### src/rtl/kfq_pkg.sv
// keyed fifo queue: shared types, sizes, command and status codes
// no dependencies; used by every module in rtl/
`default_nettype none

package kfq_pkg;

  localparam int QUEUE_DEPTH = 16;
  localparam int KEY_BITS    = 16;

  localparam int WORD_BITS   = 16;
  localparam int NEXT_BITS   = 17;
  localparam int OCC_BITS    = $clog2(QUEUE_DEPTH + 1);
  localparam int TREE_LEVELS = $clog2(QUEUE_DEPTH);
  localparam int TREE_LEAVES = 1 << TREE_LEVELS;
  localparam int LVL_BITS    = $clog2(TREE_LEVELS + 1);

  typedef enum logic [2:0] {
    CMD_INSERT  = 3'd0,
    CMD_CANCEL  = 3'd1,
    CMD_PEEK    = 3'd2,
    CMD_SERVE   = 3'd3,
    CMD_CLEAR   = 3'd4,
    CMD_NEXT_ID = 3'd5
  } cmd_t;

  typedef enum logic [2:0] {
    ST_OK        = 3'd0,
    ST_DUPLICATE = 3'd1,
    ST_NOT_FOUND = 3'd2,
    ST_EMPTY     = 3'd3,
    ST_FULL      = 3'd4
  } status_t;

  typedef enum logic [1:0] {
    FSM_IDLE,
    FSM_TREE,
    FSM_OUT
  } fsm_t;

  // contents of one slot
  typedef struct packed {
    logic                 valid;
    logic [KEY_BITS-1:0]  key;
    logic [WORD_BITS-1:0] patient;
    logic [WORD_BITS-1:0] doctor;
  } slot_t;

  // broadcast control from the command decoder to every cell
  typedef struct packed {
    logic                 insert_en;
    logic                 cancel_en;
    logic                 clear_en;
    logic [KEY_BITS-1:0]  key;
    logic [WORD_BITS-1:0] patient;
    logic [WORD_BITS-1:0] doctor;
  } cell_ctrl_t;

  function automatic logic [KEY_BITS-1:0] key_max(input logic [KEY_BITS-1:0] a,
                                                  input logic [KEY_BITS-1:0] b);
    key_max = (a > b) ? a : b;
  endfunction

endpackage

`default_nettype wire

### src/rtl/keyed_fifo_queue_core.sv
// keyed fifo queue with removal by key, built as a chain of slot cells
// a command changes the cells at its accept edge; the result beat is loaded into the
// output register once the registered max tree behind next_key has settled
// a new command is taken only after the previous result is loaded; a stalled result beat
// holds the next one back until it is taken
// reset: rst empties the queue (slot valid flags and count); slot payload is not cleared
`default_nettype none

module keyed_fifo_queue_core (
  input  wire logic        clk,
  input  wire logic        rst,
  // command channel
  input  wire logic        in_valid,
  output logic             in_stall,
  input  wire logic [2:0]  command,
  input  wire logic [15:0] entry_key,
  input  wire logic [15:0] patient_number,
  input  wire logic [15:0] doctor_number,
  // result channel
  output logic             out_valid,
  input  wire logic        out_stall,
  output logic             success,
  output logic [2:0]       status_code,
  output logic [15:0]      head_key,
  output logic [15:0]      head_patient,
  output logic [15:0]      head_doctor,
  output logic [16:0]      next_key,
  output logic [4:0]       occupancy
);

  localparam int D = kfq_pkg::QUEUE_DEPTH;

  // ---------------------------------------------------------------------------
  // control state
  // ---------------------------------------------------------------------------
  kfq_pkg::fsm_t                  state, state_next;
  logic [kfq_pkg::LVL_BITS-1:0]   lvl, lvl_next;
  logic [kfq_pkg::OCC_BITS-1:0]   count, count_next;
  logic                           in_accept;
  logic                           out_load;

  // ---------------------------------------------------------------------------
  // cell chain
  // ---------------------------------------------------------------------------
  kfq_pkg::cell_ctrl_t            ctrl;
  kfq_pkg::slot_t                 slots [D];
  kfq_pkg::slot_t                 nbr_slots [D];
  logic                           shift_chain [D+1];
  logic [D-1:0]                   match_vec;
  logic [D-1:0]                   valid_vec;
  logic [kfq_pkg::KEY_BITS-1:0]   leaf_keys [D];
  logic [kfq_pkg::KEY_BITS-1:0]   max_key;
  logic                           serve_en;

  // decoded command
  logic [kfq_pkg::KEY_BITS-1:0]   key_in;
  logic                           found;
  logic                           full;
  logic                           empty;
  logic                           cmd_ok;
  kfq_pkg::status_t               cmd_status;
  logic                           take_head;
  logic                           insert_go;
  logic                           cancel_go;
  logic                           serve_go;
  logic                           clear_go;

  // result held while the max tree settles
  logic                           res_success;
  kfq_pkg::status_t               res_status;
  logic [15:0]                    res_head_key;
  logic [15:0]                    res_head_patient;
  logic [15:0]                    res_head_doctor;
  logic [kfq_pkg::OCC_BITS-1:0]   res_occupancy;

  assign in_accept = in_valid && !in_stall;
  assign key_in    = kfq_pkg::KEY_BITS'(entry_key);
  assign found     = |match_vec;
  assign full      = valid_vec[D-1];
  assign empty     = !valid_vec[0];

  // command decode: only the outcome, gated by accept below
  always_comb begin
    cmd_ok     = 1'b0;
    cmd_status = kfq_pkg::ST_OK;
    take_head  = 1'b0;
    insert_go  = 1'b0;
    cancel_go  = 1'b0;
    serve_go   = 1'b0;
    clear_go   = 1'b0;
    unique case (kfq_pkg::cmd_t'(command))
      kfq_pkg::CMD_INSERT: begin
        // duplicate check wins over the full check
        if (found) begin
          cmd_status = kfq_pkg::ST_DUPLICATE;
        end else if (full) begin
          cmd_status = kfq_pkg::ST_FULL;
        end else begin
          cmd_ok    = 1'b1;
          insert_go = 1'b1;
        end
      end
      kfq_pkg::CMD_CANCEL: begin
        if (found) begin
          cmd_ok    = 1'b1;
          cancel_go = 1'b1;
        end else begin
          cmd_status = kfq_pkg::ST_NOT_FOUND;
        end
      end
      kfq_pkg::CMD_PEEK, kfq_pkg::CMD_SERVE: begin
        if (empty) begin
          cmd_status = kfq_pkg::ST_EMPTY;
        end else begin
          cmd_ok    = 1'b1;
          take_head = 1'b1;
          serve_go  = (kfq_pkg::cmd_t'(command) == kfq_pkg::CMD_SERVE);
        end
      end
      kfq_pkg::CMD_CLEAR: begin
        cmd_ok   = 1'b1;
        clear_go = 1'b1;
      end
      kfq_pkg::CMD_NEXT_ID: begin
        cmd_ok = 1'b1;
      end
      default: begin
        // unused codes leave everything as is
        cmd_ok = 1'b0;
      end
    endcase
  end

  // broadcast to the cells, only on an accepted beat
  assign ctrl = '{
    insert_en: in_accept && insert_go,
    cancel_en: in_accept && cancel_go,
    clear_en:  in_accept && clear_go,
    key:       key_in,
    patient:   patient_number,
    doctor:    doctor_number
  };
  assign serve_en = in_accept && serve_go;

  // new occupancy after the command
  always_comb begin
    count_next = count;
    if (in_accept) begin
      if (clear_go) begin
        count_next = '0;
      end else if (insert_go) begin
        count_next = count + kfq_pkg::OCC_BITS'(1);
      end else if (cancel_go || serve_go) begin
        count_next = count - kfq_pkg::OCC_BITS'(1);
      end
    end
  end

  assign shift_chain[0] = 1'b0;

  genvar i;
  generate
    for (i = 0; i < D; i++) begin : g_cell
      // each cell pulls from its right neighbor; the last one pulls an empty slot
      if (i < D - 1) begin : g_nbr
        assign nbr_slots[i] = slots[i+1];
      end else begin : g_tail
        assign nbr_slots[i] = '0;
      end

      kfq_cell u_cell (
        .clk        (clk),
        .rst        (rst),
        .ctrl       (ctrl),
        .serve_seed ((i == 0) ? serve_en : 1'b0),
        .shift_in   (shift_chain[i]),
        .prev_valid ((i == 0) ? 1'b1 : valid_vec[(i == 0) ? 0 : i-1]),
        .nbr        (nbr_slots[i]),
        .slot       (slots[i]),
        .match      (match_vec[i]),
        .shift_out  (shift_chain[i+1])
      );

      assign valid_vec[i] = slots[i].valid;
      // empty slots count as key zero, which also gives 1 for an empty queue
      assign leaf_keys[i] = slots[i].valid ? slots[i].key : '0;
    end
  endgenerate

  kfq_max_tree u_max_tree (
    .clk       (clk),
    .leaf_keys (leaf_keys),
    .max_key   (max_key)
  );

  // ---------------------------------------------------------------------------
  // sequencer: accept, wait for the tree, hand the beat to the output register
  // ---------------------------------------------------------------------------
  always_comb begin
    state_next = state;
    lvl_next   = lvl;
    unique case (state)
      kfq_pkg::FSM_IDLE: begin
        if (in_accept) begin
          state_next = kfq_pkg::FSM_TREE;
          lvl_next   = '0;
        end
      end
      kfq_pkg::FSM_TREE: begin
        lvl_next = lvl + kfq_pkg::LVL_BITS'(1);
        if (lvl == kfq_pkg::LVL_BITS'(kfq_pkg::TREE_LEVELS - 1)) begin
          state_next = kfq_pkg::FSM_OUT;
        end
      end
      kfq_pkg::FSM_OUT: begin
        if (!out_valid || !out_stall) begin
          state_next = kfq_pkg::FSM_IDLE;
        end
      end
      default: begin
        state_next = kfq_pkg::FSM_IDLE;
      end
    endcase
  end

  always_comb begin
    in_stall = 1'b1;
    out_load = 1'b0;
    unique case (state)
      kfq_pkg::FSM_IDLE: in_stall = 1'b0;
      kfq_pkg::FSM_TREE: in_stall = 1'b1;
      kfq_pkg::FSM_OUT:  out_load = !out_valid || !out_stall;
      default:           in_stall = 1'b1;
    endcase
  end

  always_ff @(posedge clk) begin
    if (rst) begin
      state <= kfq_pkg::FSM_IDLE;
      lvl   <= '0;
      count <= '0;
    end else begin
      state <= state_next;
      lvl   <= lvl_next;
      count <= count_next;
    end
  end

  // per-command result captured at accept
  always_ff @(posedge clk) begin
    if (in_accept) begin
      res_success      <= cmd_ok;
      res_status       <= cmd_status;
      res_head_key     <= take_head ? 16'(slots[0].key) : '0;
      res_head_patient <= take_head ? slots[0].patient : '0;
      res_head_doctor  <= take_head ? slots[0].doctor : '0;
      res_occupancy    <= count_next;
    end
  end

  // output register
  always_ff @(posedge clk) begin
    if (rst) begin
      out_valid <= 1'b0;
    end else if (out_load) begin
      out_valid <= 1'b1;
    end else if (!out_stall) begin
      out_valid <= 1'b0;
    end
  end

  always_ff @(posedge clk) begin
    if (out_load) begin
      success      <= res_success;
      status_code  <= res_status;
      head_key     <= res_head_key;
      head_patient <= res_head_patient;
      head_doctor  <= res_head_doctor;
      next_key     <= kfq_pkg::NEXT_BITS'(max_key) + kfq_pkg::NEXT_BITS'(1);
      occupancy    <= 5'(res_occupancy);
    end
  end

  // ---------------------------------------------------------------------------
  // checks
  // ---------------------------------------------------------------------------
  a_count_matches_cells: assert property (
    @(posedge clk) disable iff (rst)
    count == kfq_pkg::OCC_BITS'($countones(valid_vec))
  ) else $error("entry count differs from occupied cells");

  a_cells_packed: assert property (
    @(posedge clk) disable iff (rst)
    ((valid_vec + D'(1)) & valid_vec) == '0
  ) else $error("occupied cells are not packed at the head");

  a_busy_after_accept: assert property (
    @(posedge clk) disable iff (rst)
    in_accept |=> in_stall
  ) else $error("command accepted while the previous one is in flight");

  a_load_after_tree: assert property (
    @(posedge clk) disable iff (rst)
    out_load |-> $past(state) != kfq_pkg::FSM_IDLE
  ) else $error("result loaded before the max tree settled");

endmodule

`default_nettype wire

### src/rtl/kfq_cell.sv
// keyed fifo queue: one slot cell of the chain
// depends on kfq_pkg
`default_nettype none

module kfq_cell (
  input  wire logic               clk,
  input  wire logic               rst,
  input  wire kfq_pkg::cell_ctrl_t ctrl,
  input  wire logic               serve_seed,
  input  wire logic               shift_in,
  input  wire logic               prev_valid,
  input  wire kfq_pkg::slot_t     nbr,
  output kfq_pkg::slot_t          slot,
  output logic                    match,
  output logic                    shift_out
);

  logic                          valid;
  logic [kfq_pkg::KEY_BITS-1:0]  key;
  logic [kfq_pkg::WORD_BITS-1:0] patient;
  logic [kfq_pkg::WORD_BITS-1:0] doctor;
  logic                          load;

  assign match     = valid && (key == ctrl.key);
  // once a slot is removed, every slot behind it moves up by one
  assign shift_out = shift_in | (ctrl.cancel_en & match) | serve_seed;
  // new entry lands in the first empty slot
  assign load      = ctrl.insert_en && !valid && prev_valid;

  always_ff @(posedge clk) begin
    if (rst) begin
      valid <= 1'b0;
    end else if (ctrl.clear_en) begin
      valid <= 1'b0;
    end else if (shift_out) begin
      valid <= nbr.valid;
    end else if (load) begin
      valid <= 1'b1;
    end
  end

  always_ff @(posedge clk) begin
    if (shift_out) begin
      key     <= nbr.key;
      patient <= nbr.patient;
      doctor  <= nbr.doctor;
    end else if (load) begin
      key     <= ctrl.key;
      patient <= ctrl.patient;
      doctor  <= ctrl.doctor;
    end
  end

  assign slot = '{valid: valid, key: key, patient: patient, doctor: doctor};

endmodule

`default_nettype wire

### src/rtl/kfq_max_tree.sv
// keyed fifo queue: registered max tree over the slot keys
// depends on kfq_pkg; one register level per tree level
`default_nettype none

module kfq_max_tree (
  input  wire logic                         clk,
  input  wire logic [kfq_pkg::KEY_BITS-1:0] leaf_keys [kfq_pkg::QUEUE_DEPTH],
  output logic      [kfq_pkg::KEY_BITS-1:0] max_key
);

  localparam int P = kfq_pkg::TREE_LEAVES;

  logic [kfq_pkg::KEY_BITS-1:0] leaf_pad [P];
  logic [kfq_pkg::KEY_BITS-1:0] node [1:P-1];

  genvar j, k;
  generate
    for (j = 0; j < P; j++) begin : g_leaf
      if (j < kfq_pkg::QUEUE_DEPTH) begin : g_real
        assign leaf_pad[j] = leaf_keys[j];
      end else begin : g_pad
        assign leaf_pad[j] = '0;
      end
    end

    // heap order: node k has children 2k and 2k+1
    for (k = 1; k < P; k++) begin : g_node
      if (2 * k >= P) begin : g_low
        always_ff @(posedge clk) begin
          node[k] <= kfq_pkg::key_max(leaf_pad[2*k-P], leaf_pad[2*k+1-P]);
        end
      end else begin : g_high
        always_ff @(posedge clk) begin
          node[k] <= kfq_pkg::key_max(node[2*k], node[2*k+1]);
        end
      end
    end
  endgenerate

  assign max_key = node[1];

endmodule

`default_nettype wire

### config.mk
export PLATFORM = sky130hd
export DESIGN_NAME = keyed_fifo_queue_core
export DESIGN_NICKNAME = d
export VERILOG_FILES = /design/src/rtl/kfq_pkg.sv /design/src/rtl/keyed_fifo_queue_core.sv /design/src/rtl/kfq_cell.sv /design/src/rtl/kfq_max_tree.sv
export SDC_FILE = /design/constraint.sdc
export NUM_CORES = 2
export LEC_CHECK = 0
export BUFFER_PORTS_ARGS = -buffer_cell sky130_fd_sc_hd__buf_2
export CAP_MARGIN = 20
export CORE_ASPECT_RATIO = 0.7
export CORE_MARGIN = 8
export CORE_UTILIZATION = 50
export DETAILED_ROUTE_END_ITERATION = 8
export GPL_TIMING_DRIVEN = 1
export PLACE_DENSITY = 0.69
export SETUP_SLACK_MARGIN = 0.3
export SYNTH_ARGS = -nofsm -noshare
export SYNTH_HDL_FRONTEND = slang
export SYNTH_HIERARCHICAL = 1
export SYNTH_SLANG_ARGS = --single-unit
export TNS_END_PERCENT = 20
### constraint.sdc
create_clock -name clk -period 59.5 [get_ports clk]
set_input_delay 11.9 -clock clk [delete_from_list [all_inputs] [get_ports clk]]
set_output_delay 11.9 -clock clk [all_outputs]
set_load 0.005 [all_outputs]
After elaboration in Yosys (flattened, before gate mapping)
Memories as Yosys holds them, arrays and structs flattened.
Index checks and enable logic that the tools add are counted.
{ "totals": {"wordCells": 439, "in_bits": 55, "memories": 1, "mem_bits_ro": 0, "ff_bits": 926, "mem_bits_rw": 240, "latchBits": 0} }
{ "mem_list": {"columns": ["name", "depth", "width", "rd", "rd_ports_with_merged_regs", "write_ports", "line_no", "rtl"], "rows": [
  ["u_max_tree.node", 15, 16, 15, 0, 15, "kfq_max_tree.sv:14", "logic [kfq_pkg::KEY_BITS-1:0] node [1:P-1];"]
]} }
{ "classes": {"order_cmp": 15, "shift": 0, "reduce_logical": 97, "n_div": 0, "n_mux": 181, "n_addsub": 4, "n_mul": 0, "n_bitwise": 32, "n_eq_ne": 28} }
{ "ops": {"columns": ["operator", "n"], "rows": [
  ["16-bit 2-to-1 mux", 121],
  ["16-bit equality test", 16],
  ["16-bit greater-than comparator", 15],
  ["1-bit logical AND", 52],
  ["1-bit 2-to-1 mux", 44],
  ["2-bit nonzero test", 16],
  ["5-bit 2-to-1 mux", 4],
  ["1-bit logical NOT", 18],
  ["16-bit by 1-bit adder with 17-bit output (second input constant)", 1],
  ["1-bit bitwise AND", 16],
  ["1-bit OR", 16],
  ["16-bit OR reduction", 1],
  ["2-bit 2-to-1 mux", 5],
  ["3-bit by 2-bit equality test with 1-bit output (second input constant)", 3],
  ["3-bit 2-to-1 mux", 3],
  ["3-bit one-hot mux with 3 select lines", 1],
  ["3-bit equality test (second input constant)", 2],
  ["2-bit != test (second input constant)", 3],
  ["2-bit one-hot mux with 3 select lines", 1],
  ["3-bit one-hot mux with 2 select lines", 1],
  ["2-bit OR reduction", 3],
  ["5-bit by 1-bit adder with 5-bit output (second input constant)", 1],
  ["5-bit by 1-bit subtractor with 5-bit output (second input constant)", 1],
  ["1-bit one-hot mux with 4 select lines", 1],
  ["11 further kinds", 12]
]} }

Longest topological paths before layout
{ "logic_depth": {"word_depth": 24, "ltp_mapped": 71, "ltp_nobuf": 54} }

Hierarchy
Netlist, hierarchy kept.
{ "by_module_without_submodules": {"columns": ["mod", "seq_area_each_um2", "n_inst", "cells_per_inst", "area_each_um2"], "rows": [
  ["kfq_cell", 1461.4, 16, 138, 2356.0],
  ["kfq_max_tree", 4804.6, 1, 1762, 15899.0],
  ["keyed_fifo_queue_core", 4154.0, 1, 616, 7094.3]
]} }

Worst setup path before layout
Ideal clock, no wire load.
{ "synth_timing": {"kind": "input to register", "from": "input port entry_key[15]", "to": "register g_cell[15].u_cell/doctor[0] in the netlist's numbering (enable)", "cell_stages": 71, "setup_slack_ps": 30362, "path_buffers": 17, "setup_ps": 520, "arrival_time_ps": 28618, "path_cell_list": "xor2_1 -> nor4_1 -> and3_2 -> and2_1 -> nor4_2 -> and4_1 -> buf_4 -> nor3_1 -> a31oi_4 -> buf_6 -> inv_1 -> or2_2 -> a31oi_4 -> buf_6 -> inv_1 -> or2_2 -> a31oi_4 -> buf_6 -> [... 35 more ...] -> buf_6 -> inv_1 -> or2_2 -> a31oi_4 -> buf_6 -> inv_1 -> or2_2 -> a31oi_4 -> buf_6 -> inv_1 -> or2_2 -> a31oi_4 -> buf_6 -> inv_1 -> or2_2 -> a31oi_4 -> buf_6 -> o21ai_0"} }
{ "synth_lines": {"columns": ["element", "line_no", "rtl"], "rows": [
  ["start, declared", "keyed_fifo_queue_core.sv:16", "input wire logic [15:0] entry_key,"],
  ["end signal, assigned", "kfq_cell.sv:46", "doctor <= nbr.doctor;"],
  ["end signal, assigned", "kfq_cell.sv:50", "doctor <= ctrl.doctor;"],
  ["end, declared", "kfq_cell.sv:21", "logic [kfq_pkg::WORD_BITS-1:0] doctor;"]
]} }

==> run metrics <==
Mean Syn Cell Area=13.24 um^2; CP startpoint kind=input port; Critical R2R Capture=g_cell[15].u_cell/key[3]; hpwl dp=101100 um; Post-CTS Resized=0; cells after synthesis=4585; leakage power=24.45 nW; outcome=finished clean; via count of the first global-routing pass=36300; RSZ-0062 raised after global routing=false; Final Hold Fails=0; # fillers=9979; switching share of power=25.18%; Top-Level Pins=131; Initial Util=50.14%; Critical Path Stages=67; H-tree Lvls=3; Site Rows=107; worst clock skew=0.05911 ns; Sw Pwr=0.4880 mW; DR pass1 iterations=9; Slew HR=24.09%; internal power=1.450 mW; Clock Pin Slew Worst Setup and Hold Paths=0.06 ns; CTS tree=done; TritonCTS buffer count=112; layout net count=5042; GRT overflow=0; initial antenna violation count=2; port bufs=130; clk sinks=1166; CP max stage delay=0.95 ns; # Post-CTS Setup Buffers=0; first-pass GRT wire length=220900 um; number of DRC markers in iteration 0=3440; Final period util=50.61%; WS Path Type=input port to flop; post-route ant nets=0; die area=133000 um^2; gr usage total=20.95%; Area Overhead vs Synth=9.519%; Netlist Area Pre-Place=60690 um^2; hold depth=0; worst hold path class=flop to flop; DR vias/cell=5.754; part of the power in the clock network=36.8%; Power Dens Cells=29.17 nW/um^2; largest net degree at the start of global routing=67; Sum Neg Setup Slack=0 ns; die height=307.5 um; CTS Root Buffer Type=clkbuf_16; max-slew violations=0; critical path's most frequent cell=a31oi_4; Logic pwr share=12.5%; sequential cell fraction of total power=50.7%; via count=37270; Routed WL=144400 um; CP Capture Point=g_cell[15].u_cell/key[3]; Synth Warn #=6; achievable frequency=33.21 MHz; reg-to-reg slack, setup=40.89 ns; cell family with most CP delay=buffers and inverters; CP max stage cell=nor4_2; Final GP Congestion=0.8988; Final setup violation count=0; placed cell count=6247; WP buf/inv=28; maxcap violations=0; Remaining DRCs=0; fin cells=6476; hold buffers post-CTS=0; Critical Path RT=59.88 ns; CP max FO=50; CORE AREA=121000 um^2; R2R depth=66; critical path endpoint category=flop; Crit. Startpoint=entry_key[11]; DIE WIDTH=432.4 um; maximum vdd drop=24.75 uV; Clock Latency Late Sink=0.75 ns; layout cell share with drive strength beyond 1=28.95%; Max Root-Sink Buffers=3; wire per inst=22.30 um; Tightest Pin Transition=1.139 ns; fin crit period=30.11 ns; RR Startpoint=g_cell[10].u_cell/key[11]; CP arrival=30.49 ns
## final cells by class
| cell class | count | area [um^2] | area share, % |
|---|---|---|---|
| clock inverter | 60 | 610.6 | 0.9187 |
| sequential | 1166 | 32340 | 48.66 |
| inverter | 349 | 1310 | 1.971 |
| multi-input combinational | 2913 | 25840 | 38.88 |
| antenna | 2 | 5.005 | 0.007530 |
| clock buffer | 151 | 3099 | 4.663 |
| timing repair buffer | 200 | 1207 | 1.817 |
| tap | 1635 | 2046 | 3.078 |
## power groups by stage
stage	registers, mW	clock network [mW]	logic, mW
detailed placement	0.999	0	0.237
floorplan	0.977	0	0.193
finish	0.983	0.712	0.243
global route	0.988	0.759	0.263
global placement	0.998	0	0.233
CTS	0.982	0.729	0.239
## state kept, by name, indices dropped and copies added (netlist names), 3 cells and up
| register | count |
|---|---|
| res_head_doctor | 16 |
| head_patient | 16 |
| g_cell.u_cell/valid | 16 |
| head_doctor | 16 |
| res_status | 3 |
| g_cell.u_cell/key | 256 |
| occupancy | 5 |
| count | 5 |
| lvl | 3 |
| head_key | 16 |
| status_code | 3 |
| g_cell.u_cell/doctor | 256 |
| next_key | 17 |
| res_occupancy | 5 |
| res_head_patient | 16 |
| g_cell.u_cell/patient | 256 |
| u_max_tree/node | 240 |
| res_head_key | 16 |
## worst min-delay path by stage
stage,start,endpoint,slack (ns)
2_1_floorplan,res_head_doctor[0],head_doctor[0],0.40
3_3_place_gp,res_head_patient[6],head_patient[6],0.40
3_5_place_dp,res_head_doctor[4],head_doctor[4],0.40
4_1_cts,res_head_patient[4],head_patient[4],0.42
5_1_grt,res_head_doctor[15],head_doctor[15],0.42
6_report,res_head_patient[4],head_patient[4],0.41
## through the flow
stage               setup WS, ns  power (mW)  area [um^2]  util [%]  hold WS (ns)
floorplan                  30.36       1.170        60930         -        0.4003
global placement           29.14       1.231        62590     51.72        0.4022
detailed placement         28.82       1.236        62600     51.72        0.4045
CTS                        29.52       1.950        66310     54.79        0.4150
global route               28.44       2.011        66460     54.91        0.4212
finish                     29.39       1.938        66460     54.92        0.4136
## layout by cell type (no fill, tap or decap), drive strengths merged, types with 9 or more instances in the layout
master,instances
a222oi,16
xor2,116
edfxtp,899
nand2,115
nor3b,16
nor2,43
o22ai,19
ha,245
nand3,122
conb,66
a31oi,28
o311ai,96
a21oi,93
and2,307
nor4,144
mux2,912
a41oi,10
xnor2,106
nand4,73
inv,352
o21ai,74
a2111o,9
o211ai,100
a22oi,10
a211o,16
dfxtp,267
or2,16
clkinv,48
clkbuf,151
nor3,26
and3,19
buf,200
a311oi,19
nor2b,26
nand2b,11
## routing by layer
| layer | track usage, % | part of all wire [%] | vias up | wire length, um |
|---|---|---|---|---|
| met3 | 3.164 | 6.1 | 213 | 8823 |
| li1 | - | - | 17460 | - |
| met1 | 32.33 | 49 | 18400 | 70960 |
| met2 | 31.09 | 43 | 1199 | 61880 |
| met4 | 4.652 | 1.9 | 0 | 2736 |
| met5 | 0 | 0 | - | 0 |
## worst register-to-register path, delay by kind of cell, from the launching register on
| kind | cells | cell delay, ns |
|---|---|---|
| buffers and inverters | 27 | 7.65 |
| AND/OR/NAND/NOR | 21 | 7.31 |
| AO/OA/AOI/OAI | 17 | 2.56 |
| flip-flops | 1 | 0.50 |
| XOR/XNOR | 1 | 0.21 |
(Power assumes the default switching activity.)
